--- config.mk ---
export PLATFORM = sky130hd
export DESIGN_NAME = radar_frame_receiver
export DESIGN_NICKNAME = d
export VERILOG_FILES = /design/src/rtl/core/rfr_pkg.sv /design/src/rtl/core/rfr_ram.sv /design/src/rtl/core/radar_frame_receiver.sv
export SDC_FILE = /design/constraint.sdc
export NUM_CORES = 1
export LEC_CHECK = 0
export BUFFER_PORTS_ARGS = -buffer_cell sky130_fd_sc_hd__buf_2
export CORE_MARGIN = 1
export CORE_UTILIZATION = 43
export CTS_BUF_LIST = sky130_fd_sc_hd__clkbuf_8 sky130_fd_sc_hd__clkbuf_16
export CTS_CLUSTER_DIAMETER = 200
export DETAILED_ROUTE_END_ITERATION = 12
export PLACE_DENSITY_LB_ADDON = 0.05
export SYNTH_ARGS = -nofsm -noshare
export SYNTH_HDL_FRONTEND = slang
export SYNTH_HIERARCHICAL = 1
export SYNTH_SLANG_ARGS = --single-unit
--- constraint.sdc ---
create_clock -name aclk -period 4.8 [get_ports aclk]
set_input_delay 0 -clock aclk [delete_from_list [all_inputs] [get_ports aclk]]
set_output_delay 0 -clock aclk [all_outputs]
set_load 0.01 [all_outputs]
--- src/rtl/core/rfr_pkg.sv ---
// rfr_pkg: shared types and constants of the radar frame receiver
// used by radar_frame_receiver and the testbench; no dependencies
`default_nettype none

package rfr_pkg;

    localparam int BUFFER_BYTES = 64;
    localparam int GATE_COUNT   = 9;

    localparam int ADDR_W = $clog2(BUFFER_BYTES);
    localparam int CNT_W  = $clog2(BUFFER_BYTES + 1);
    localparam int LEN_W  = 9;
    localparam int GATE_W = 4;

    // header and footer patterns, first byte on the link in the top byte
    localparam logic [31:0] TGT_HEAD = 32'hF4F3F2F1;
    localparam logic [31:0] CFG_HEAD = 32'hFDFCFBFA;
    localparam logic [31:0] TGT_FOOT = 32'hF8F7F6F5;
    localparam logic [31:0] CFG_FOOT = 32'h04030201;

    localparam logic [LEN_W-1:0] LEN_EXTRA = 9'd10;

    localparam logic [7:0] LEN_BASIC  = 8'h0D;
    localparam logic [7:0] LEN_ENG    = 8'h23;
    localparam logic [7:0] TAIL_MARK  = 8'h55;
    localparam logic [7:0] TYPE_BASIC = 8'h02;
    localparam logic [7:0] TYPE_ENG   = 8'h01;
    localparam logic [7:0] CMD_PARAM  = 8'h61;
    localparam logic [7:0] CMD_ACK    = 8'hFF;

    // result kinds
    localparam logic [2:0] KIND_REPORT = 3'd0;
    localparam logic [2:0] KIND_MOVING = 3'd1;
    localparam logic [2:0] KIND_STATIC = 3'd2;
    localparam logic [2:0] KIND_LIGHT  = 3'd3;
    localparam logic [2:0] KIND_PARAM  = 3'd4;
    localparam logic [2:0] KIND_SENS   = 3'd5;
    localparam logic [2:0] KIND_ACK    = 3'd6;

    // base addresses of the per-gate byte runs
    localparam logic [ADDR_W-1:0] MOV_BASE    = ADDR_W'(19);
    localparam logic [ADDR_W-1:0] STA_BASE    = ADDR_W'(28);
    localparam logic [ADDR_W-1:0] SENS_A_BASE = ADDR_W'(14);
    localparam logic [ADDR_W-1:0] SENS_B_BASE = ADDR_W'(23);

    // bytes fetched from the store before decode, by slot
    localparam int FETCH_COUNT = 17;
    localparam int FIDX_W      = $clog2(FETCH_COUNT + 1);

    localparam logic [FIDX_W-1:0] FB_B6  = FIDX_W'(0);
    localparam logic [FIDX_W-1:0] FB_B8  = FIDX_W'(1);
    localparam logic [FIDX_W-1:0] FB_B9  = FIDX_W'(2);
    localparam logic [FIDX_W-1:0] FB_B10 = FIDX_W'(3);
    localparam logic [FIDX_W-1:0] FB_B11 = FIDX_W'(4);
    localparam logic [FIDX_W-1:0] FB_B12 = FIDX_W'(5);
    localparam logic [FIDX_W-1:0] FB_B13 = FIDX_W'(6);
    localparam logic [FIDX_W-1:0] FB_B14 = FIDX_W'(7);
    localparam logic [FIDX_W-1:0] FB_B15 = FIDX_W'(8);
    localparam logic [FIDX_W-1:0] FB_B16 = FIDX_W'(9);
    localparam logic [FIDX_W-1:0] FB_B17 = FIDX_W'(10);
    localparam logic [FIDX_W-1:0] FB_B18 = FIDX_W'(11);
    localparam logic [FIDX_W-1:0] FB_B37 = FIDX_W'(12);
    localparam logic [FIDX_W-1:0] FB_B38 = FIDX_W'(13);
    localparam logic [FIDX_W-1:0] FB_B39 = FIDX_W'(14);
    localparam logic [FIDX_W-1:0] FB_B32 = FIDX_W'(15);
    localparam logic [FIDX_W-1:0] FB_B33 = FIDX_W'(16);

    function automatic logic [ADDR_W-1:0] fetch_addr(input logic [FIDX_W-1:0] idx);
        logic [ADDR_W-1:0] a;
        a = '0;
        unique case (idx)
            FB_B6:   a = ADDR_W'(6);
            FB_B8:   a = ADDR_W'(8);
            FB_B9:   a = ADDR_W'(9);
            FB_B10:  a = ADDR_W'(10);
            FB_B11:  a = ADDR_W'(11);
            FB_B12:  a = ADDR_W'(12);
            FB_B13:  a = ADDR_W'(13);
            FB_B14:  a = ADDR_W'(14);
            FB_B15:  a = ADDR_W'(15);
            FB_B16:  a = ADDR_W'(16);
            FB_B17:  a = ADDR_W'(17);
            FB_B18:  a = ADDR_W'(18);
            FB_B37:  a = ADDR_W'(37);
            FB_B38:  a = ADDR_W'(38);
            FB_B39:  a = ADDR_W'(39);
            FB_B32:  a = ADDR_W'(32);
            FB_B33:  a = ADDR_W'(33);
            default: a = '0;
        endcase
        return a;
    endfunction

    typedef enum logic [3:0] {
        ST_IDLE,
        ST_FETCH,
        ST_EVAL,
        ST_REPORT,
        ST_MOV_RD,
        ST_MOV_EMIT,
        ST_STA_RD,
        ST_STA_EMIT,
        ST_LIGHT,
        ST_PARAM,
        ST_SENS_RDA,
        ST_SENS_RDB,
        ST_SENS_EMIT,
        ST_ACK
    } state_t;

endpackage

`default_nettype wire

--- src/rtl/core/rfr_ram.sv ---
// rfr_ram: generic single-write, single-read memory with registered read data
// no dependencies
`default_nettype none

module rfr_ram #(
    parameter int WIDTH = 8,
    parameter int DEPTH = 64
) (
    input  wire logic                     aclk,
    input  wire logic                     we,
    input  wire logic [$clog2(DEPTH)-1:0] waddr,
    input  wire logic [WIDTH-1:0]         wdata,
    input  wire logic                     re,
    input  wire logic [$clog2(DEPTH)-1:0] raddr,
    output logic      [WIDTH-1:0]         rdata
);

    logic [WIDTH-1:0] mem [DEPTH];

    always_ff @(posedge aclk) begin
        if (we) begin
            mem[waddr] <= wdata;
        end
        if (re) begin
            rdata <= mem[raddr];
        end
    end

endmodule

`default_nettype wire

--- src/rtl/core/radar_frame_receiver.sv ---
// radar_frame_receiver: byte-serial frame receiver and decoder for a radar link
// depends on rfr_pkg and rfr_ram
//
// s_ channel: one received byte per transfer (s_rx_byte). m_ channel: decoded
// results, one per transfer, m_last marks the final result caused by a byte.
// A byte that does not complete a frame leaves s_ready high. A byte that
// completes a frame with a good footer starts a decode pass: fetching fields
// from the frame store (one read port, one byte per cycle), an evaluation
// state, then the results. A target frame gives a report and, if engineering,
// each gate energy (a store read, then an emit) and light/pin; a config frame
// gives parameters and each gate sensitivity (two store reads, then an emit)
// or an ack. The first result is visible in the cycle after it is produced.
// s_ready stays low for the whole decode pass. When the receiver stalls, the
// sequencer holds at the current result until the output register is taken.
// Synchronous reset clears the byte count, header copy and per-entry valid
// bits of the store (unwritten entries read as zero) and drops m_valid.
`default_nettype none

module radar_frame_receiver (
    input  wire logic        aclk,
    input  wire logic        aresetn,
    input  wire logic        s_valid,
    output logic             s_ready,
    input  wire logic [7:0]  s_rx_byte,
    output logic             m_valid,
    input  wire logic        m_ready,
    output logic [2:0]       m_kind,
    output logic [3:0]       m_gate,
    output logic [15:0]      m_word_a,
    output logic [7:0]       m_byte_a,
    output logic [15:0]      m_word_b,
    output logic [7:0]       m_byte_b,
    output logic [15:0]      m_word_c,
    output logic             m_engineering,
    output logic             m_last
);

    localparam int AW = rfr_pkg::ADDR_W;
    localparam int CW = rfr_pkg::CNT_W;
    localparam int FW = rfr_pkg::FIDX_W;
    localparam int GW = rfr_pkg::GATE_W;
    localparam int LW = rfr_pkg::LEN_W;

    rfr_pkg::state_t state_reg, state_next;

    logic [CW-1:0]                    count_reg, count_next;
    logic [31:0]                      hist_reg, hist_next;
    logic [7:0]                       hdr_reg [5];
    logic [7:0]                       hdr_next [5];
    logic [rfr_pkg::BUFFER_BYTES-1:0] valid_reg, valid_next;
    logic [FW-1:0]                    fidx_reg, fidx_next;
    logic [GW-1:0]                    gate_reg, gate_next;
    logic                             tgt_reg, tgt_next;
    logic [7:0]                       tmp_reg, tmp_next;
    logic [7:0]                       fb_reg [rfr_pkg::FETCH_COUNT];
    logic                             rvalid_reg;

    logic          accept;
    logic [CW-1:0] pos, c1;
    logic [AW-1:0] waddr;
    logic [LW-1:0] len;
    logic [31:0]   hdr_word;
    logic          fb_we;
    logic [FW-1:0] fb_widx;
    logic          re;
    logic [AW-1:0] raddr;
    logic [7:0]    ram_q, rdata;

    logic        out_free, ld;
    logic [2:0]  ld_kind;
    logic [3:0]  ld_gate;
    logic [15:0] ld_word_a, ld_word_b, ld_word_c;
    logic [7:0]  ld_byte_a, ld_byte_b;
    logic        ld_eng, ld_last;

    logic [7:0] b6, b8, b17, b18;
    logic       tgt_ok;

    logic        m_valid_reg;
    logic [2:0]  m_kind_reg;
    logic [3:0]  m_gate_reg;
    logic [15:0] m_word_a_reg, m_word_b_reg, m_word_c_reg;
    logic [7:0]  m_byte_a_reg, m_byte_b_reg;
    logic        m_eng_reg, m_last_reg;

    assign s_ready  = (state_reg == rfr_pkg::ST_IDLE);
    assign accept   = s_valid && s_ready;
    assign pos      = (count_reg >= CW'(rfr_pkg::BUFFER_BYTES)) ? '0 : count_reg;
    assign c1       = pos + CW'(1);
    assign waddr    = pos[AW-1:0];
    assign len      = {1'b0, hdr_reg[4]} + rfr_pkg::LEN_EXTRA;
    assign hdr_word = {hdr_reg[0], hdr_reg[1], hdr_reg[2], hdr_reg[3]};
    assign rdata    = ram_q & {8{rvalid_reg}};
    assign out_free = !m_valid_reg || m_ready;

    assign b6  = fb_reg[rfr_pkg::FB_B6];
    assign b8  = fb_reg[rfr_pkg::FB_B8];
    assign b17 = fb_reg[rfr_pkg::FB_B17];
    assign b18 = fb_reg[rfr_pkg::FB_B18];
    assign tgt_ok = (hdr_reg[4] == rfr_pkg::LEN_BASIC && b17 == rfr_pkg::TAIL_MARK
                     && b6 == rfr_pkg::TYPE_BASIC)
                 || (hdr_reg[4] == rfr_pkg::LEN_ENG
                     && fb_reg[rfr_pkg::FB_B39] == rfr_pkg::TAIL_MARK
                     && b6 == rfr_pkg::TYPE_ENG);

    rfr_ram #(
        .WIDTH(8),
        .DEPTH(rfr_pkg::BUFFER_BYTES)
    ) u_store (
        .aclk  (aclk),
        .we    (accept),
        .waddr (waddr),
        .wdata (s_rx_byte),
        .re    (re),
        .raddr (raddr),
        .rdata (ram_q)
    );

    always_ff @(posedge aclk) begin
        if (!aresetn) begin
            state_reg <= rfr_pkg::ST_IDLE;
            count_reg <= '0;
            valid_reg <= '0;
            for (int i = 0; i < 5; i++) begin
                hdr_reg[i] <= '0;
            end
        end else begin
            state_reg <= state_next;
            count_reg <= count_next;
            valid_reg <= valid_next;
            for (int i = 0; i < 5; i++) begin
                hdr_reg[i] <= hdr_next[i];
            end
        end
    end

    always_ff @(posedge aclk) begin
        hist_reg <= hist_next;
        fidx_reg <= fidx_next;
        gate_reg <= gate_next;
        tgt_reg  <= tgt_next;
        tmp_reg  <= tmp_next;
        if (re) begin
            rvalid_reg <= valid_reg[raddr];
        end
        if (fb_we) begin
            fb_reg[fb_widx] <= rdata;
        end
    end

    always_comb begin
        state_next = state_reg;
        count_next = count_reg;
        hist_next  = hist_reg;
        valid_next = valid_reg;
        for (int i = 0; i < 5; i++) begin
            hdr_next[i] = hdr_reg[i];
        end
        fidx_next = fidx_reg;
        gate_next = gate_reg;
        tgt_next  = tgt_reg;
        tmp_next  = tmp_reg;
        fb_we     = 1'b0;
        fb_widx   = fidx_reg - FW'(1);
        re        = 1'b0;
        raddr     = rfr_pkg::fetch_addr(fidx_reg);
        ld        = 1'b0;
        ld_kind   = rfr_pkg::KIND_REPORT;
        ld_gate   = '0;
        ld_word_a = '0;
        ld_byte_a = '0;
        ld_word_b = '0;
        ld_byte_b = '0;
        ld_word_c = '0;
        ld_eng    = 1'b0;
        ld_last   = 1'b0;

        unique case (state_reg)
            rfr_pkg::ST_IDLE: begin
                if (accept) begin
                    hist_next         = {hist_reg[23:0], s_rx_byte};
                    valid_next[waddr] = 1'b1;
                    if (pos < CW'(5)) begin
                        hdr_next[pos[2:0]] = s_rx_byte;
                    end
                    count_next = c1;
                    if (c1 >= CW'(5) && (hist_next == rfr_pkg::TGT_HEAD
                                         || hist_next == rfr_pkg::CFG_HEAD)) begin
                        // resync: last four bytes become the frame start
                        hdr_next[0] = hist_next[31:24];
                        hdr_next[1] = hist_next[23:16];
                        hdr_next[2] = hist_next[15:8];
                        hdr_next[3] = hist_next[7:0];
                        count_next  = CW'(4);
                    end else if (c1 >= CW'(6)) begin
                        if (hdr_word != rfr_pkg::TGT_HEAD && hdr_word != rfr_pkg::CFG_HEAD) begin
                            count_next = '0;
                        end else if (len > LW'(rfr_pkg::BUFFER_BYTES)) begin
                            count_next = '0;
                        end else if (LW'(c1) >= len) begin
                            count_next = '0;
                            tgt_next   = (hdr_word == rfr_pkg::TGT_HEAD);
                            if ((hdr_word == rfr_pkg::TGT_HEAD && hist_next == rfr_pkg::TGT_FOOT)
                                || (hdr_word == rfr_pkg::CFG_HEAD
                                    && hist_next == rfr_pkg::CFG_FOOT)) begin
                                fidx_next  = '0;
                                state_next = rfr_pkg::ST_FETCH;
                            end
                        end
                    end
                end
            end
            rfr_pkg::ST_FETCH: begin
                re        = (fidx_reg < FW'(rfr_pkg::FETCH_COUNT));
                fb_we     = (fidx_reg != '0);
                fidx_next = fidx_reg + FW'(1);
                if (fidx_reg == FW'(rfr_pkg::FETCH_COUNT)) begin
                    state_next = rfr_pkg::ST_EVAL;
                end
            end
            rfr_pkg::ST_EVAL: begin
                gate_next = '0;
                if (tgt_reg) begin
                    state_next = tgt_ok ? rfr_pkg::ST_REPORT : rfr_pkg::ST_IDLE;
                end else if (b6 == rfr_pkg::CMD_PARAM) begin
                    state_next = rfr_pkg::ST_PARAM;
                end else if (b6 == rfr_pkg::CMD_ACK) begin
                    state_next = rfr_pkg::ST_ACK;
                end else begin
                    state_next = rfr_pkg::ST_IDLE;
                end
            end
            rfr_pkg::ST_REPORT: begin
                if (out_free) begin
                    ld      = 1'b1;
                    ld_kind = rfr_pkg::KIND_REPORT;
                    ld_eng  = (b6 == rfr_pkg::TYPE_ENG);
                    ld_last = (b6 != rfr_pkg::TYPE_ENG);
                    if (b8 != 8'h00) begin
                        ld_word_a = {fb_reg[rfr_pkg::FB_B10], fb_reg[rfr_pkg::FB_B9]};
                        ld_byte_a = fb_reg[rfr_pkg::FB_B11];
                        ld_word_b = {fb_reg[rfr_pkg::FB_B13], fb_reg[rfr_pkg::FB_B12]};
                        ld_byte_b = fb_reg[rfr_pkg::FB_B14];
                        ld_word_c = {fb_reg[rfr_pkg::FB_B16], fb_reg[rfr_pkg::FB_B15]};
                    end
                    if (b6 != rfr_pkg::TYPE_ENG) begin
                        state_next = rfr_pkg::ST_IDLE;
                    end else if (b17 < 8'(rfr_pkg::GATE_COUNT)) begin
                        state_next = rfr_pkg::ST_MOV_RD;
                    end else if (b18 < 8'(rfr_pkg::GATE_COUNT)) begin
                        state_next = rfr_pkg::ST_STA_RD;
                    end else begin
                        state_next = rfr_pkg::ST_LIGHT;
                    end
                end
            end
            rfr_pkg::ST_MOV_RD: begin
                re         = 1'b1;
                raddr      = rfr_pkg::MOV_BASE + AW'(gate_reg);
                state_next = rfr_pkg::ST_MOV_EMIT;
            end
            rfr_pkg::ST_MOV_EMIT: begin
                if (out_free) begin
                    ld        = 1'b1;
                    ld_kind   = rfr_pkg::KIND_MOVING;
                    ld_gate   = gate_reg;
                    ld_byte_a = rdata;
                    if (8'(gate_reg) == b17) begin
                        gate_next = '0;
                        if (b18 < 8'(rfr_pkg::GATE_COUNT)) begin
                            state_next = rfr_pkg::ST_STA_RD;
                        end else begin
                            state_next = rfr_pkg::ST_LIGHT;
                        end
                    end else begin
                        gate_next  = gate_reg + GW'(1);
                        state_next = rfr_pkg::ST_MOV_RD;
                    end
                end
            end
            rfr_pkg::ST_STA_RD: begin
                re         = 1'b1;
                raddr      = rfr_pkg::STA_BASE + AW'(gate_reg);
                state_next = rfr_pkg::ST_STA_EMIT;
            end
            rfr_pkg::ST_STA_EMIT: begin
                if (out_free) begin
                    ld        = 1'b1;
                    ld_kind   = rfr_pkg::KIND_STATIC;
                    ld_gate   = gate_reg;
                    ld_byte_b = rdata;
                    if (8'(gate_reg) == b18) begin
                        state_next = rfr_pkg::ST_LIGHT;
                    end else begin
                        gate_next  = gate_reg + GW'(1);
                        state_next = rfr_pkg::ST_STA_RD;
                    end
                end
            end
            rfr_pkg::ST_LIGHT: begin
                if (out_free) begin
                    ld         = 1'b1;
                    ld_kind    = rfr_pkg::KIND_LIGHT;
                    ld_byte_a  = fb_reg[rfr_pkg::FB_B37];
                    ld_byte_b  = fb_reg[rfr_pkg::FB_B38];
                    ld_last    = 1'b1;
                    state_next = rfr_pkg::ST_IDLE;
                end
            end
            rfr_pkg::ST_PARAM: begin
                if (out_free) begin
                    ld         = 1'b1;
                    ld_kind    = rfr_pkg::KIND_PARAM;
                    ld_byte_a  = fb_reg[rfr_pkg::FB_B12];
                    ld_byte_b  = fb_reg[rfr_pkg::FB_B13];
                    ld_word_c  = {fb_reg[rfr_pkg::FB_B33], fb_reg[rfr_pkg::FB_B32]};
                    gate_next  = '0;
                    state_next = rfr_pkg::ST_SENS_RDA;
                end
            end
            rfr_pkg::ST_SENS_RDA: begin
                re         = 1'b1;
                raddr      = rfr_pkg::SENS_A_BASE + AW'(gate_reg);
                state_next = rfr_pkg::ST_SENS_RDB;
            end
            rfr_pkg::ST_SENS_RDB: begin
                re         = 1'b1;
                raddr      = rfr_pkg::SENS_B_BASE + AW'(gate_reg);
                tmp_next   = rdata;
                state_next = rfr_pkg::ST_SENS_EMIT;
            end
            rfr_pkg::ST_SENS_EMIT: begin
                if (out_free) begin
                    ld        = 1'b1;
                    ld_kind   = rfr_pkg::KIND_SENS;
                    ld_gate   = gate_reg;
                    ld_byte_a = tmp_reg;
                    ld_byte_b = rdata;
                    if (gate_reg == GW'(rfr_pkg::GATE_COUNT - 1)) begin
                        ld_last    = 1'b1;
                        state_next = rfr_pkg::ST_IDLE;
                    end else begin
                        gate_next  = gate_reg + GW'(1);
                        state_next = rfr_pkg::ST_SENS_RDA;
                    end
                end
            end
            rfr_pkg::ST_ACK: begin
                if (out_free) begin
                    ld         = 1'b1;
                    ld_kind    = rfr_pkg::KIND_ACK;
                    ld_last    = 1'b1;
                    state_next = rfr_pkg::ST_IDLE;
                end
            end
            default: begin
                state_next = rfr_pkg::ST_IDLE;
            end
        endcase
    end

    // output register
    always_ff @(posedge aclk) begin
        if (!aresetn) begin
            m_valid_reg <= 1'b0;
        end else if (ld) begin
            m_valid_reg <= 1'b1;
        end else if (m_ready) begin
            m_valid_reg <= 1'b0;
        end
    end

    always_ff @(posedge aclk) begin
        if (ld) begin
            m_kind_reg   <= ld_kind;
            m_gate_reg   <= ld_gate;
            m_word_a_reg <= ld_word_a;
            m_byte_a_reg <= ld_byte_a;
            m_word_b_reg <= ld_word_b;
            m_byte_b_reg <= ld_byte_b;
            m_word_c_reg <= ld_word_c;
            m_eng_reg    <= ld_eng;
            m_last_reg   <= ld_last;
        end
    end

    assign m_valid       = m_valid_reg;
    assign m_kind        = m_kind_reg;
    assign m_gate        = m_gate_reg;
    assign m_word_a      = m_word_a_reg;
    assign m_byte_a      = m_byte_a_reg;
    assign m_word_b      = m_word_b_reg;
    assign m_byte_b      = m_byte_b_reg;
    assign m_word_c      = m_word_c_reg;
    assign m_engineering = m_eng_reg;
    assign m_last        = m_last_reg;

`ifndef SYNTHESIS
    a_count_range: assert property (@(posedge aclk) disable iff (!aresetn)
        count_reg <= CW'(rfr_pkg::BUFFER_BYTES))
        else $error("byte count beyond store size");

    a_gate_range: assert property (@(posedge aclk) disable iff (!aresetn)
        (state_reg == rfr_pkg::ST_MOV_EMIT || state_reg == rfr_pkg::ST_STA_EMIT
         || state_reg == rfr_pkg::ST_SENS_EMIT) |-> gate_reg < GW'(rfr_pkg::GATE_COUNT))
        else $error("gate index out of range");

    a_report_last: assert property (@(posedge aclk) disable iff (!aresetn)
        (m_valid && m_kind == rfr_pkg::KIND_REPORT) |-> (m_last == !m_engineering))
        else $error("report last flag disagrees with frame type");

    a_after_transfer: assert property (@(posedge aclk) disable iff (!aresetn)
        (s_valid && s_ready) |=> (state_reg == rfr_pkg::ST_IDLE
                                  || state_reg == rfr_pkg::ST_FETCH))
        else $error("byte transfer led to unexpected state");
`endif

endmodule

`default_nettype wire

# Word-level counts from Yosys, hierarchy flattened
# Memory sizes are Yosys's and may differ from the RTL's. A register that Yosys moved wholly into a read port is not among the register bits.
# Index checks and enable logic that the tools add are counted.
[word_totals] mem_bits_rw=688 mem_count=4 word_cells=246 in_bits=12 rom_bits=192 regBits=176
[classes] order_cmp=14 n_eq_ne=50 n_mux=103 bitwise=11 addsub=9 reduce_logical=37
[mem_list] memory="u_store.mem" words=64 width=8 read_ports=1 rd_ports_with_merged_regs=1 write_ports=1 line="rfr_ram.sv:18" text="logic [WIDTH-1:0] mem [DEPTH];"
[mem_list] memory="(name not given)" words=32 width=6 read_ports=1 rd_ports_with_merged_regs=1 write_ports=0 line="rfr_pkg.sv:71" text="unique case (idx)"
[mem_list] memory="fb_reg" words=17 width=8 read_ports=17 rd_ports_with_merged_regs=2 write_ports=1 line="radar_frame_receiver.sv:55" text="logic [7:0] fb_reg [rfr_pkg::FETCH_COUNT];"
[mem_list] memory="hdr_reg" words=5 width=8 read_ports=5 rd_ports_with_merged_regs=0 write_ports=5 line="radar_frame_receiver.sv:48" text="logic [7:0] hdr_reg [5];"
[ops] operator="$eq 32x32->1 const B" n=5
[ops] operator="$mux 8" n=16
[ops] operator="$mux 40" n=3
[ops] operator="$mux 4" n=29
[ops] operator="$ne 32x32->1 const B" n=2
[ops] operator="$or 64x64->64" n=1
[ops] operator="$pmux 4 s13" n=1
[ops] operator="$mux 16" n=3
[ops] operator="$mux 7" n=6
[ops] operator="$bwmux 40" n=1
[ops] operator="$mux 5" n=8
[ops] operator="$pmux 8 s5" n=1
[ops] operator="$eq 32x27->1 const B" n=1
[ops] operator="$mux 32" n=1
[ops] operator="$pmux 16 s2" n=1
[ops] operator="$pmux 8 s4" n=1
[ops] operator="$eq 4x4->1 const B" n=7
[ops] operator="$demux 8 s3" n=1
[ops] operator="$eq 8x7->1 const B" n=3
[ops] operator="$pmux 6 s4" n=1
[ops] operator="$ne 2x2->1 const B" n=11
[ops] operator="$pmux 4 s5" n=1
[ops] operator="$add 5x4->6 const A" n=3
[ops] operator="$pmux 3 s6" n=1
[ops] operator="other kinds (57)" n=116

# Depth between registers and ports, before layout
[logic_depth] ltp_word=13 mapped_depth=21 mapped_depth_nobuf=20

# By module
# The synthesis kept the hierarchy.
[by_module_without_submodules] module="rfr_ram" cells_each=940 area_each_um2=20246.9 n_inst=1
[by_module_without_submodules] module="radar_frame_receiver" cells_each=1391 area_each_um2=16291.9 n_inst=1

# Worst setup path after synthesis
# OpenSTA, ideal clock, no wires.
[synth_path] path_kind="register -> register" startpoint="reg count_reg[6]" endpoint="reg with a tool-made name" n_path_buf=1 setup_ps=70 slack_ps=917 arrival_ps=3812 stages_incl_launch_ff=20 required_ps=4730 cell_sequence="dfxtp_1 clkbuf_1 nand2b_1 inv_1 ha_1 and3_1 xnor2_1 nor2_1 ha_1 a21oi_1 o21ai_0 o21bai_1 nand2b_1 o21ai_0 nand2_1 a21oi_1 inv_1 ha_1 or3_1 a21oi_1"
[synth_rtl] item="start: declaration" line="radar_frame_receiver.sv:46" text="logic [CW-1:0] count_reg, count_next;"
[synth_rtl] item="start signal: assignment" line="radar_frame_receiver.sv:129" text="count_reg <= count_next;"

==> impl_metrics.json <==
{
  "outcome": "completed",
  "overflow": 0,
  "cts_resized": 0,
  "holdWs_ns": 0.06047,
  "grt_max_degree": 75,
  "drv_slew": 0,
  "multi_input_area_um2": 10160,
  "rsz0062_at_grt": "false",
  "synth_top_area_share_pct": 63.45,
  "synth_top_cell_by_area": "edfxtp_1",
  "drc": 0,
  "rows": 106,
  "path_clk_slew_ns": 0.06,
  "synth_area_leaders": "edfxtp_1, mux4_2, dfxtp_1, nor2b_1, mux2i_1",
  "ys_seq_area_share_pct": 70.13,
  "cts.sink_count": 894,
  "postCtsSetupBuffers": 0,
  "cp_max_fo": 12,
  "hpwl_um": 59490,
  "viasPerCell": 5.617,
  "rr_worst_depth": 16,
  "die_x_um": 293.5,
  "cp_data_required_time_ns": 5.36,
  "cts_made_buffers": 96,
  "timing.clock.skew_ns": 0.04544,
  "routed_wl_um": 92310,
  "gp_congestion": 0.8632,
  "diodes": 0,
  "powerDensity_nw_per_um2": 388.0,
  "core_area_um2": 83820,
  "grt_pass1_vias": 21200,
  "start_kind": "register",
  "slew_headroom_pct": 20.27,
  "die_y_um": 293.5,
  "routedWlPerCell_um": 24.80,
  "hold_class": "in -> reg",
  "ys.flop_type": "edfxtp_1",
  "max_slew.worst_pin.slew_ns": 1.193,
  "timing.fmax_mhz": 235.9,
  "largest_register_ffs": 512,
  "ant_nets": 0,
  "cts_tree": "yes",
  "p_leak_nw": 13.47,
  "worstSetupEndpointType": "register",
  "grt_util_all_layers_pct": 21.66,
  "syn_nets": 2372,
  "critPathArrivalTime_ns": 4.80,
  "io_pins": 87,
  "report.final.setup_viol": 0,
  "port_buffers": 86,
  "initial_core_util_pct": 43.59,
  "fillers": 7162,
  "critical_path_class": "reg -> reg",
  "cts_max_path_buffers": 3,
  "vias": 20910,
  "drt_iter0_drc": 1767,
  "period_needed_ns": 4.238,
  "syn2layout_area_growth_pct": 14.97,
  "synth_edf_count": 772,
  "ir_drop_mv": 0.3020,
  "yosys_warnings": 6,
  "final-seq-area_um2": 25620,
  "synth_area_um2": 36540,
  "synth_seq_cells": 894,
  "drive_above_1_share_pct": 19.55,
  "die_area_um2": 86140,
  "netlist_instances": 2331,
  "clk-insertion-delay-late_ns": 0.66,
  "antenna_found_initial": 0,
  "synth.distinct_cells": 88,
  "drtPass1Iterations": 6,
  "avgSynthCellArea_um2": 15.68,
  "hold_depth": 2,
  "cap_violations": 0,
  "hold_viol_final": 0,
  "period_share_pct": 88.30,
  "finalSetupTns_ns": 0,
  "async_reset_ff_share_pct": 0,
  "cts_max_level": 3,
  "grt_pass1_wl_um": 138600,
  "finalNetCount": 2555,
  "cts-root-buf": "clkbuf_16"
}
==> Yosys cell counts, types with 5 or more instances <==
cell,count
edfxtp_1,772
nor2_1,153
nand2_1,136
mux4_2,126
dfxtp_1,122
a21oi_1,117
nor2b_1,104
clkbuf_1,70
mux2i_1,61
and2_1,46
nand3_1,43
inv_1,42
o21ai_0,40
nor3_1,35
ha_1,29
nand2b_1,29
buf_2,23
a22oi_1,18
a31oi_1,18
and3_1,18
nand4_1,18
a22o_1,17
xnor2_1,17
buf_4,16
mux2_2,16
nor4_1,15
a211oi_1,13
o22ai_1,12
a221oi_1,11
o221a_2,11
o21a_1,10
o221ai_1,10
a21boi_0,9
a222oi_1,8
nand4b_1,8
xor2_1,8
nor3b_1,7
nor4bb_1,7
a211o_1,6
buf_1,6
nor4b_1,6
or3_1,6
buf_6,5
nand3b_1,5
==> final cells by class <==
cell class	instances	share of cell area [%]
sequential	894	61.00
timing repair buffer	208	3.318
clock inverter	70	1.722
multi-input combinational	1270	24.20
inverter	44	0.4170
tap	1134	3.378
clock buffer	102	5.969
==> metal layers <==
metal / GRT usage, % / vias to the layer above / wire, µm
met5: 0 / - / 0
met4: 5.119 / 0 / 1798
met3: 2.655 / 120 / 3525
met2: 35.95 / 467 / 45160
met1: 30.47 / 10870 / 41830
li1: - / 9448 / -
==> worst max-delay path: stages (launching register included) <==
cell and delay, ns:
dfxtp_1 0.48, nand2b_1 0.19, inv_1 0.21, and3_1 0.38, and3_1 0.26, ha_1 0.33
nand2_1 0.06, o21ai_0 0.15, o21bai_1 0.20, nand2b_1 0.11, o21ai_0 0.40, nand2_1 0.21
a21oi_1 0.29, inv_1 0.09, ha_1 0.29, or3_1 0.36, a21oi_1 0.13
==> worst paths after layout <==
path	start	to	slack, ns
worst max-delay path	count_reg[6]$_SDFFE_PN0P_	register	0.56
worst min-delay path	s_rx_byte[2]	u_store/mem[59][2]$_DFFE_PP_	0.06
worst max register to register	count_reg[6]$_SDFFE_PN0P_	register	0.56
worst min register to register	hist_reg[11]$_DFFE_PP_	hist_reg[19]$_DFFE_PP_	0.48
==> layout by cell type (no fill, tap or decap), types with 29 or more instances in the layout <==
cell       count
edfxtp_1     772
nor2b_1      104
nor2_1       153
clkbuf_16     98
mux4_2       126
ha_1          29
o21ai_0       40
a21oi_1      117
dfxtp_1      122
nor3_1        35
nand3_1       43
mux2i_1       61
buf_2         86
nand2_1      136
and2_1        45
inv_1         63
buf_4        111
nand2b_1      29
==> per-stage QoR <==
stage / std cells / worst slack (ns) / cell area (µm²) / total power [mW] / utilization [%]
after global placement: 3541 / 0.6637 / 38690 / 8.942 / 46.15
after global routing: 3722 / 0.1305 / 42010 / 16.77 / 50.12
after floorplan: 2331 / 0.9175 / 36540 / 8.769 / -
after CTS: 3722 / 0.5951 / 42010 / 16.47 / 50.12
final: 3722 / 0.5615 / 42010 / 16.30 / 50.12
after detailed placement: 3541 / 0.6231 / 38690 / 8.952 / 46.15
==> cell families after synthesis <==
kind of cell    synth area share (%)
fa+ha+maj                     0.9931
compound gates                 6.941
mux                            9.930
xor+xnor                      0.5993
buf+inv                        2.154
flops                          70.13
simple gates                   9.253
==> power breakdown <==
group	switching [mW]	total [mW]	internal [mW]
clock network	3.04	7.51	4.46
logic	0.225	0.314	0.0892
registers	0.0290	8.48	8.45
==> timing repair <==
item / 4_1_cts / 5_1_grt
hold endpoints to repair: 75 / 0
hold buffers: 9 / 0
endpoints found under the setup margin: 0 / 0
Note: power is estimated with default switching activity, not from simulation.
